===== config.mk =====
export PLATFORM = sky130hd
export DESIGN_NAME = hmf_parser
export DESIGN_NICKNAME = d
export VERILOG_FILES = /design/src/hw/rtl/hmf_pkg.sv /design/src/hw/rtl/hmf_parser.sv
export SDC_FILE = /design/constraint.sdc
export NUM_CORES = 1
export LEC_CHECK = 0
export BUFFER_PORTS_ARGS = -buffer_cell sky130_fd_sc_hd__buf_2
export CAP_MARGIN = 10
export CORE_MARGIN = 2
export CORE_UTILIZATION = 45
export DETAILED_ROUTE_END_ITERATION = 12
export GPL_TIMING_DRIVEN = 0
export MAX_ROUTING_LAYER = met4
export PLACE_DENSITY = 0.61
export SKIP_CTS_REPAIR_TIMING = 1
export SLEW_MARGIN = 10
export SYNTH_ARGS = -nofsm -noshare
export SYNTH_HDL_FRONTEND = slang
export SYNTH_SLANG_ARGS = --single-unit

===== constraint.sdc =====
create_clock -name clk -period 13.6 [get_ports clk]
set_input_delay 2.72 -clock clk [delete_from_list [all_inputs] [get_ports clk]]
set_output_delay 2.72 -clock clk [all_outputs]
set_load 0.02 [all_outputs]

===== src/hw/rtl/hmf_pkg.sv =====
// ----------------------------------------------------------------------------
// hmf_pkg
// shared types, constants and the keyword table of the message framer
// ----------------------------------------------------------------------------
package hmf_pkg;

  localparam int LENGTH_BITS_DEF = 32;
  localparam int BODY_W          = 32;
  localparam int KW_LEN          = 15;

  localparam logic [7:0] CH_CR    = 8'h0d;
  localparam logic [7:0] CH_LF    = 8'h0a;
  localparam logic [7:0] CH_TAB   = 8'h09;
  localparam logic [7:0] CH_SPACE = 8'h20;
  localparam logic [7:0] CH_ZERO  = 8'h30;
  localparam logic [7:0] CH_NINE  = 8'h39;

  typedef enum logic {
    PH_HEADER = 1'b0,
    PH_BODY   = 1'b1
  } phase_t;

  typedef enum logic [1:0] {
    VP_NO_KEYWORD = 2'd0,
    VP_SKIP_BLANK = 2'd1,
    VP_DIGITS     = 2'd2,
    VP_DONE       = 2'd3
  } value_phase_t;

  typedef enum logic [1:0] {
    DP_NONE    = 2'd0,
    DP_CR      = 2'd1,
    DP_CRLF    = 2'd2,
    DP_CRLFCR  = 2'd3
  } delim_t;

  typedef struct packed {
    logic [7:0]        out_byte;
    logic              header_done;
    logic              message_end;
    logic [BODY_W-1:0] body_bytes;
  } result_t;

  // "Content-Length:"
  function automatic logic [7:0] keyword_char(input logic [3:0] idx);
    logic [7:0] c;
    case (idx)
      4'd0:    c = 8'h43;
      4'd1:    c = 8'h6f;
      4'd2:    c = 8'h6e;
      4'd3:    c = 8'h74;
      4'd4:    c = 8'h65;
      4'd5:    c = 8'h6e;
      4'd6:    c = 8'h74;
      4'd7:    c = 8'h2d;
      4'd8:    c = 8'h4c;
      4'd9:    c = 8'h65;
      4'd10:   c = 8'h6e;
      4'd11:   c = 8'h67;
      4'd12:   c = 8'h74;
      4'd13:   c = 8'h68;
      4'd14:   c = 8'h3a;
      default: c = 8'h00;
    endcase
    return c;
  endfunction

endpackage


===== src/hw/rtl/hmf_parser.sv =====
// ----------------------------------------------------------------------------
// hmf_parser
// per-byte header matchers, length accumulator and body counter
// ----------------------------------------------------------------------------
module hmf_parser
  import hmf_pkg::*;
#(
  parameter int LENGTH_BITS = LENGTH_BITS_DEF
) (
  input  logic       clk,
  input  logic       rst_n,
  input  logic       step,
  input  logic [7:0] data_byte,
  output result_t    res
);

  localparam int WW = LENGTH_BITS + 4;

  phase_t                 phase_r, phase_nxt;
  delim_t                 delim_r, delim_nxt;
  logic [3:0]             kw_r, kw_nxt;
  value_phase_t           vp_r, vp_nxt;
  logic [LENGTH_BITS-1:0] acc_r, acc_nxt;
  logic [LENGTH_BITS-1:0] rem_r, rem_nxt;

  logic                   digit;
  logic [WW-1:0]          acc_w;
  logic [WW-1:0]          mac;
  logic                   delim_hit;
  logic [LENGTH_BITS-1:0] len;
  logic [LENGTH_BITS-1:0] rem_dec;
  logic [LENGTH_BITS+BODY_W-1:0] len_wide;

  always_ff @(posedge clk) begin
    if (!rst_n) begin
      phase_r <= PH_HEADER;
      delim_r <= DP_NONE;
      kw_r    <= '0;
      vp_r    <= VP_NO_KEYWORD;
      acc_r   <= '0;
      rem_r   <= '0;
    end else if (step) begin
      phase_r <= phase_nxt;
      delim_r <= delim_nxt;
      kw_r    <= kw_nxt;
      vp_r    <= vp_nxt;
      acc_r   <= acc_nxt;
      rem_r   <= rem_nxt;
    end
  end

  always_comb begin
    digit     = (data_byte >= CH_ZERO) && (data_byte <= CH_NINE);
    acc_w     = WW'(acc_r);
    mac       = (acc_w << 3) + (acc_w << 1) + WW'(data_byte[3:0]);
    phase_nxt = phase_r;
    delim_nxt = delim_r;
    kw_nxt    = kw_r;
    vp_nxt    = vp_r;
    acc_nxt   = acc_r;
    rem_nxt   = rem_r;
    delim_hit = 1'b0;
    len       = '0;
    rem_dec   = (rem_r != '0) ? rem_r - 1'b1 : rem_r;

    res.out_byte    = data_byte;
    res.header_done = 1'b0;
    res.message_end = 1'b0;

    case (phase_r)
      PH_HEADER: begin
        // keyword and value scan
        case (vp_r)
          VP_NO_KEYWORD: begin
            if ((kw_r < 4'(KW_LEN)) && (keyword_char(kw_r) == data_byte)) begin
              kw_nxt = kw_r + 1'b1;
            end else if (data_byte == keyword_char(4'd0)) begin
              kw_nxt = 4'd1;
            end else begin
              kw_nxt = 4'd0;
            end
            if (kw_nxt == 4'(KW_LEN)) begin
              vp_nxt = VP_SKIP_BLANK;
            end
          end
          VP_SKIP_BLANK: begin
            if ((data_byte == CH_SPACE) || (data_byte == CH_TAB)) begin
              vp_nxt = VP_SKIP_BLANK;
            end else if (digit) begin
              acc_nxt = LENGTH_BITS'(data_byte[3:0]);
              vp_nxt  = VP_DIGITS;
            end else begin
              vp_nxt = VP_DONE;
            end
          end
          VP_DIGITS: begin
            if (digit) begin
              if (|mac[WW-1:LENGTH_BITS]) begin
                acc_nxt = '1;
              end else begin
                acc_nxt = mac[LENGTH_BITS-1:0];
              end
            end else begin
              vp_nxt = VP_DONE;
            end
          end
          default: begin
            vp_nxt = vp_r;
          end
        endcase

        // delimiter scan
        if (data_byte == CH_CR) begin
          delim_nxt = (delim_r == DP_CRLF) ? DP_CRLFCR : DP_CR;
        end else if (data_byte == CH_LF) begin
          if (delim_r == DP_CRLFCR) begin
            delim_nxt = DP_NONE;
            delim_hit = 1'b1;
          end else begin
            delim_nxt = (delim_r == DP_CR) ? DP_CRLF : DP_NONE;
          end
        end else begin
          delim_nxt = DP_NONE;
        end

        if (delim_hit) begin
          len             = acc_nxt;
          res.header_done = 1'b1;
          delim_nxt       = DP_NONE;
          kw_nxt          = '0;
          vp_nxt          = VP_NO_KEYWORD;
          acc_nxt         = '0;
          if (len == '0) begin
            res.message_end = 1'b1;
          end else begin
            phase_nxt = PH_BODY;
            rem_nxt   = len;
          end
        end
      end
      PH_BODY: begin
        rem_nxt = rem_dec;
        if (rem_dec == '0) begin
          res.message_end = 1'b1;
          phase_nxt       = PH_HEADER;
          delim_nxt       = DP_NONE;
          kw_nxt          = '0;
          vp_nxt          = VP_NO_KEYWORD;
          acc_nxt         = '0;
        end
      end
      default: begin
        phase_nxt = PH_HEADER;
      end
    endcase

    len_wide       = (LENGTH_BITS + BODY_W)'(len);
    res.body_bytes = len_wide[BODY_W-1:0];
  end

endmodule


==> results of run 1 <==
-- worst max-delay path: stages --
cell,delay (ns)
buf_2,0.18
fa_1,0.58
inv_1,0.06
fa_1,0.44
nand2b_1,0.21
a21oi_1,0.26
o21ai_1,0.22
a211o_1,0.36
a211oi_1,0.30
nor3_1,0.10
o211ai_1,0.45
buf_2,0.33
clkbuf_1,0.49
a21oi_1,0.13
o21bai_1,0.52
and2_1,0.21
buf_2,0.16
-- metal layers --
metal / GRT usage, % / share of wire (%) / up-vias
met5: - / 0 / -
met4: 13.9 / 4.5 / 0
met3: 3.96 / 7.4 / 111
met2: 54.5 / 46 / 489
met1: 43.2 / 42 / 4879
li1: - / - / 4834
-- cell usage after synthesis, types with 14 or more instances --
master	instances	share of area, %
a21o_1	17	1.4
a21oi_1	124	6.9
a31oi_1	17	1.2
and2_1	19	1.3
clkbuf_1	68	2.9
dfxtp_1	80	18
ha_1	74	10
inv_1	37	1.6
nand2_1	110	4.6
nand3_1	32	1.8
nand4_1	29	2.0
nor2_1	168	7.1
nor3_1	30	1.7
nor4_1	27	1.9
o211ai_1	14	1.2
o21a_1	17	1.4
o21ai_0	61	3.4
xnor2_1	18	1.8
-- flip-flops by register name, indices dropped and copies added (netlist names), named ones only --
register / flops
acc_r: 32
delim_r: 2
kw_r: 4
phase_r: 1
rem_r: 32
vp_r: 2
-- worst max path at each step --
stage,from,slack [ns],to,cells past startpoint
2_1_floorplan,data_byte[3],4.07,res[32],15
3_3_place_gp,data_byte[3],3.21,res[30],17
3_5_place_dp,data_byte[3],3.24,res[30],17
4_1_cts,data_byte[3],3.22,res[30],17
5_1_grt,data_byte[3],2.90,res[30],17
6_report,data_byte[3],3.15,res[30],17
-- placed cells by master, fill, tap and decap left out, drive strengths merged, types with 7 or more instances in the layout --
cell type / n
nand2b: 12
xor2: 13
o21a: 17
o21bai: 7
a31o: 8
nor4: 30
o211ai: 14
nor3: 31
a32oi: 8
nand2: 110
o221ai: 10
xnor2: 18
inv: 39
a22oi: 7
clkbuf: 78
and2: 21
a211oi: 12
dfxtp: 80
nand4: 30
or3: 10
a21o: 17
o21ai: 73
a31oi: 17
nor2: 169
buf: 73
a21oi: 125
and3: 14
nand3: 32
ha: 74
o32ai: 8
o31ai: 12
a221oi: 11
mux2i: 13
-- through the flow --
step                      power [uW]  instances  util (%)  worst slack [ns]
after detailed placement         268       1570      48.9              3.24
after global routing             507       1586      50.3              2.90
after global placement           268       1570      48.9              3.21
after CTS                        496       1586      50.3              3.22
after floorplan                  256       1254         -              4.07
final                            496       1586      50.3              3.15
-- final cells by class --
| class | count | area [um^2] | area share [%] |
|---|---|---|---|
| Buffer | 90 | 395 | 4.04 |
| Clock buffer | 10 | 229 | 2.34 |
| Clock inverter | 6 | 45.0 | 0.460 |
| Inverter | 38 | 143 | 1.46 |
| Multi-Input combinational cell | 1046 | 6800 | 69.4 |
| Sequential cell | 80 | 1600 | 16.3 |
| Tap cell | 265 | 332 | 3.38 |
| Timing Repair Buffer | 51 | 255 | 2.61 |
-- power groups by stage --
stage / clock (uW) / combinational [uW] / sequential (uW)
2_1_floorplan: 0 / 16.9 / 240
3_3_place_gp: 0 / 28.6 / 240
3_5_place_dp: 0 / 28.7 / 240
4_1_cts: 233 / 28.7 / 234
5_1_grt: 242 / 30.9 / 234
6_report: 232 / 29.3 / 234
-- cells by family after synthesis --
family	share of synthesized area (%)
simple gates	28.0
compound gates	32.5
buf+inv	6.02
flops	17.9
fa+ha+maj	10.8
xor+xnor	3.04
mux	1.75
==> impl_metrics.ini, run 1 <==
[status]
status = finished, final reports clean

[sta]
hold_viol = 0
slew_headroom_pct = 25.3
final.setup.tns_ns = 0
rsz0062_at_grt = no
slew_viol_final = 0
final.min_clock_period_ns = 10.45
whs_ns = 0.481
tightest_slew_ns = 1.11
max_freq_ghz = 0.0957
fin_skew_ns = 0.00937
period_share_pct = 76.8
setup-violations-final = 0

[floorplanning]
fp.dieH_um = 145
fp.dieW_um = 145
rows = 51
start_util_pct = 45.9
core_area_um2 = 19500
dieArea_um2 = 21000
io_pins = 53

[detailed_routing]
wl_um = 35500
detail-route-antenna-nets = 0
first_pass_iters = 5
wire_per_inst_um = 22.4
drt_iter0_markers = 1066
vias_per_cell = 6.50
drcViolationCount = 0
num_vias = 10300

[global_routing]
grt_max_degree = 15
first_global_vias = 9570
grt_pass1_wl_um = 55200
grt_overflow_total = 0
antenna_found_initial = 0
grt_usage_pct = 33.8

[critical_path]
crit_path_max_fanout = 10
r2r_end = rem_r[31]$_SDFFE_PN0P_
critPathLaunchType = input pin
r2r_setup_slack_ns = 7.96
rr_startpoint = acc_r[0]$_SDFFE_PN0P_
critPathArrivalTime_ns = 7.73
reg2reg_depth = 16
worstPathRequired_ns = 10.88
crit_path_end_kind = output port
worst-setup-path-type = in -> out

[synth]
netlist_instances = 1254
syn_nets = 1341
ys_warn_count = 0
synth.distinct_cells = 101
synth_edf_count = 0
syn_area_um2 = 8930
syn_area_per_cell_um2 = 7.13
seq_area_frac_synth_pct = 17.9
synth_seq_cells = 80
ys.flop_type = dfxtp_1
synth_async_sr_flop_share_pct = 0

[final_layout]
final_layout_size_suffix_gt1_share_pct = 9.54
fin_area_um2 = 9800
num_antenna_cells = 0
nets = 1403
syn_to_final_growth_pct = 9.63
fillers = 2026

[power_and_ir_drop]
seq_power_share_pct = 47.3
p_leak_uw = 0.00407
peakVddDrop_v = 0.0000582
clkPwrFrac_pct = 46.8
powerDensity_nw_per_um2 = 50.6
p_sw_uw = 129
switching_share_pct = 26.1
internal_power_uw = 367
p_comb_share_pct = 5.9

[hold_path]
hp-start = delim_r[0]$_SDFFE_PN0P_
hold_path.class = reg -> reg
hold_end = delim_r[0]$_SDFFE_PN0P_
min_path_cells = 2

[clock_network]
clkLatencyLatePin_ns = 0.35
clk_path_buf_depth = 2
root_buffer = clkbuf_16
cts_tree = yes
htreeDepth = 3
numCtsBuffers = 9
cts.clk_slew.worst_paths_ns = 0.06
clock_sinks = 80

[placed_design]
gp_congestion = 0.973
post-dp-hpwl_um = 27800
port_buffers = 51
dpl_cell_area_um2 = 9520

[run]
drv_cap = 0
No activity file was read; power rests on OpenSTA's default activity.
==> run 2, diff against run 1 <==
Settings changed: PLACE_DENSITY 0.61 to 0.63.
Clock period 13.6 ns to 9.5 ns, I/O delays scaled along.
==> run 2 against run 1 <==
Compared with the run above:
- combinational power up 43%
- largest power group is now the clock network
- setup slack worse by 2.6 ns
- highest routed layer unchanged
- final cell count unchanged
- die area unchanged
==> impl_metrics.ini, run 2 (synthesized netlist as in run 1, its figures left out) <==
[critical_path]
reg2reg_depth = 15
crit_top_cell = buf_2
critPathLaunchType = input pin
max_stage_delay_ns = 0.58
crit_path_max_fanout = 10
worst-setup-path-type = in -> out
critPathArrivalTime_ns = 7.08
crit_path_end_kind = output port
cp_slowest_cell = fa_1
crit_chain = buf_2 -> fa_1 -> inv_1 -> fa_1 -> nand2b_1 -> a21oi_1 -> o21ai_1 -> a211o_1 -> a211oi_1 -> nor3_1 -> o211ai_1 -> buf_2 -> clkbuf_1 -> a21oi_1 -> o21bai_1 -> and2_1 -> buf_2
worstPathRequired_ns = 7.60

[power_and_ir_drop]
p_leak_uw = 0.00409
p_sw_uw = 183
clkPwrFrac_pct = 50.4
powerDensity_nw_per_um2 = 77.3
seq_power_share_pct = 44.1
internal_power_uw = 578
peakVddDrop_v = 0.0000832
p_comb_share_pct = 5.5
switching_share_pct = 24.1

[sta]
final.min_clock_period_ns = 8.98
setup-violations-final = 0
tightest_slew_ns = 1.11
rsz0062_at_grt = no
fin_skew_ns = 0.00981
period_share_pct = 94.6
slew_viol_final = 0
max_freq_ghz = 0.111
final.setup.tns_ns = 0
slew_headroom_pct = 25.5
hold_viol = 0

[floorplanning]
core_area_um2 = 19500
rows = 51
fp.dieH_um = 145
start_util_pct = 45.9
io_pins = 53
fp.dieW_um = 145
dieArea_um2 = 21000

[placed_design]
dp.cells = 1570
dpl_cell_area_um2 = 9520
gp_congestion = 1.01
post-dp-hpwl_um = 27100
port_buffers = 51

[detailed_routing]
wl_um = 34700
drt_iter0_markers = 1082
drcViolationCount = 0
first_pass_iters = 6
wire_per_inst_um = 21.9
num_vias = 10300
vias_per_cell = 6.48
detail-route-antenna-nets = 0

[status]
status = finished, final reports clean

[final_layout]
final_layout_size_suffix_gt1_share_pct = 9.61
fin_area_um2 = 9850
mostFrequentLayoutCells = nor2_1, a21oi_1, nand2_1
syn_to_final_growth_pct = 10.2
fillers = 2061
num_antenna_cells = 0
reg.largest.list = acc_r: 32 flops, rem_r: 32 flops, kw_r: 4 flops
stdcell_count = 1586
layout_commonest_cell = nor2_1
nets = 1403
post-route-util_pct = 50.6

[clock_network]
htreeDepth = 3
root_buffer = clkbuf_16
clock_sinks = 80
clk_path_buf_depth = 2
clkLatencyLatePin_ns = 0.35
cts.clk_slew.worst_paths_ns = 0.06
cts_tree = yes
numCtsBuffers = 9

[global_routing]
first_global_vias = 9401
grt_usage_pct = 33.0
grt_max_degree = 15
grt_overflow_total = 0
antenna_found_initial = 0
grt_pass1_wl_um = 54200

[run]
drv_cap = 0

[hold_path]
hold_path.class = reg -> reg
min_path_cells = 2
run 2: layer usage:
| metal | share of wire, % | global-route usage, % |
|---|---|---|
| met1 | 43 | 42.7 |
| met2 | 45 | 52.7 |
| met3 | 7.8 | 3.68 |
| met4 | 4.4 | 13.5 |
| met5 | 0 | - |
run 2: worst max-delay path, delay by kind of cell:
kind | cells | cell delay (ns)
AND/OR/NAND/NOR | 3 | 0.51
adder cells (fa/ha/maj) | 2 | 1.03
AO/OA/AOI/OAI | 7 | 2.41
buffers and inverters | 5 | 1.22
run 2: path summary, 6_finish.rpt:
check                        start                      to  slack (ns)
max                   data_byte[3]                 res[30]        0.52
min           vp_r[0]$_SDFFE_PN0P_    vp_r[0]$_SDFFE_PN0P_        0.47
max reg2reg  acc_r[0]$_SDFFE_PN0P_  rem_r[31]$_SDFFE_PN0P_        3.86
min reg2reg   vp_r[0]$_SDFFE_PN0P_    vp_r[0]$_SDFFE_PN0P_        0.47
run 2: area by class of cell:
| type | instances | area [um^2] | share of cell area [%] |
|---|---|---|---|
| plain buffers | 90 | 395 | 4.01 |
| clock buffers | 10 | 229 | 2.32 |
| clock inverters | 6 | 91.3 | 0.927 |
| inverters | 38 | 143 | 1.45 |
| multi-input cells | 1046 | 6800 | 69.1 |
| flip-flops and latches | 80 | 1600 | 16.3 |
| well taps | 265 | 332 | 3.37 |
| repair buffers | 51 | 255 | 2.59 |
run 2: power by group through the flow:
stage	clock [uW]	sequential, uW	combinational [uW]
6_report	384	335	41.9
5_1_grt	400	335	44.2
4_1_cts	384	335	41.2
3_5_place_dp	0	343	41.0
3_3_place_gp	0	343	41.1
2_1_floorplan	0	343	24.2
run 2: per-stage QoR:
step / power [uW] / hold slack [ns] / setup slack, ns
after floorplan: 367 / 0.445 / 1.61
after global placement: 384 / 0.466 / 0.703
after detailed placement: 384 / 0.472 / 0.658
after CTS: 761 / 0.481 / 0.645
after global routing: 780 / 0.508 / 0.347
final: 761 / 0.474 / 0.516
==> run 3, diff against run 2 <==
Settings changed: GPL_TIMING_DRIVEN 0 to unset.
==> run 3 against run 2 <==
Compared with the run above:
- clock skew decreased by 0.00069 ns
- core utilization shrank 1.5 points
- global-route usage decreased by 3.4 points
==> impl_metrics.ini, run 3 (synthesized netlist as in run 1, its figures left out) <==
[status]
status = finished, final reports clean

[clock_network]
cts.clk_slew.worst_paths_ns = 0.06
clkLatencyLatePin_ns = 0.34
root_buffer = clkbuf_16
htreeDepth = 3
clock_sinks = 80
clk_path_buf_depth = 2
cts_tree = yes
numCtsBuffers = 9

[global_routing]
grt_max_degree = 72
first_global_vias = 8847
grt_overflow_total = 0
antenna_found_initial = 0
grt_usage_pct = 29.6
grt_pass1_wl_um = 49700

[floorplanning]
io_pins = 53
start_util_pct = 45.9
fp.dieH_um = 145
dieArea_um2 = 21000
core_area_um2 = 19500
fp.dieW_um = 145
rows = 51

[detailed_routing]
wire_per_inst_um = 20.7
detail-route-antenna-nets = 0
drcViolationCount = 0
wl_um = 31200
drt_iter0_markers = 832
vias_per_cell = 6.48
first_pass_iters = 5
num_vias = 9765

[placed_design]
gp_congestion = 0.935
dp_slack_ns = 1.15
dp.cells = 1491
port_buffers = 52
post-dp-hpwl_um = 23500

[sta]
final.setup.tns_ns = 0
slew_viol_final = 0
fin_skew_ns = 0.00912
final.min_clock_period_ns = 8.44
setup-violations-final = 0
slew_headroom_pct = 23.3
rsz0062_at_grt = no
period_share_pct = 88.8
worst_slack_ns = 1.06
max_freq_ghz = 0.118
hold_viol = 0
tightest_slew_ns = 1.15

[power_and_ir_drop]
p_comb_share_pct = 4.5
peakVddDrop_v = 0.0000889
p_sw_uw = 172
switching_share_pct = 22.3
p_leak_uw = 0.00399
clkPwrFrac_pct = 52.0
powerDensity_nw_per_um2 = 80.8
internal_power_uw = 599
seq_power_share_pct = 43.5

[final_layout]
nets = 1324
layout_commonest_cell = nor2_1
mostFrequentLayoutCells = nor2_1, a21oi_1, nand2_1
syn_to_final_growth_pct = 6.88
fillers = 2013
reg.largest.list = acc_r: 32 flops, rem_r: 32 flops, kw_r: 4 flops
stdcell_count = 1506
final_layout_size_suffix_gt1_share_pct = 9.67
num_antenna_cells = 0

[critical_path]
worstPathRequired_ns = 7.60
crit_path_end_kind = output port
crit_path_max_fanout = 29
worst-setup-path-type = in -> out
critPathArrivalTime_ns = 6.54
critPathLaunchType = input pin

[run]
drv_cap = 0

[hold_path]
hold_path.class = reg -> reg
## run 3: power groups by stage
stage	combinational (uW)	sequential [uW]	clock, uW
after global routing	37.2	335	420
after floorplan	24.2	343	0
final	34.8	335	401
after detailed placement	34.4	343	0
after global placement	34.4	343	0
after CTS	34.3	335	407
## run 3: layer usage
layer / global-route usage (%) / share of wire (%)
met1: 40.5 / 45
met4: 10.2 / 3.3
met3: 2.99 / 7.0
met5: - / 0
met2: 45.7 / 45
## run 3: path summary, 6_finish.rpt
| check | start | endpoint | slack [ns] | cells past startpoint |
|---|---|---|---|---|
| min reg2reg | vp_r[0]$_SDFFE_PN0P_ | vp_r[0]$_SDFFE_PN0P_ | 0.48 | 2 |
| max reg2reg | acc_r[0]$_SDFFE_PN0P_ | rem_r[31]$_SDFFE_PN0P_ | 3.83 | 16 |
| min | vp_r[0]$_SDFFE_PN0P_ | vp_r[0]$_SDFFE_PN0P_ | 0.48 | 2 |
| max | data_byte[3] | res[32] | 1.06 | 16 |
## run 3: worst max-delay path, cell delays in order
cell and delay (ns):
buf_2 0.17, fa_1 0.51, ha_1 0.30, a21o_1 0.20
nand4_1 0.18, a211oi_1 0.15, a311oi_2 0.61, o21ai_0 0.27
a211oi_1 0.36, o211ai_1 0.18, buf_4 0.27, o221a_2 0.30
nand3b_2 0.25, or2_1 0.38, o31ai_1 0.28, buf_2 0.22
## run 3: area by class of cell
class                   count  area [um^2]  share of cell area [%]
clock inverters             5          106                    1.11
inverters                  38          143                    1.49
flip-flops and latches     80         1600                    16.8
multi-input cells        1046         6800                    71.2
clock buffers              10          229                    2.40
repair buffers             62          335                    3.51
well taps                 265          332                    3.47
## run 3: stage by stage
stage               utilization (%)  instance area (um^2)  hold WS [ns]  power [uW]
floorplan                         -                  8930         0.445         367
global placement               47.3                  9210         0.460         377
detailed placement             47.3                  9210         0.472         377
CTS                            49.1                  9550         0.481         777
global route                   49.1                  9550         0.511         792
finish                         49.1                  9550         0.479         771
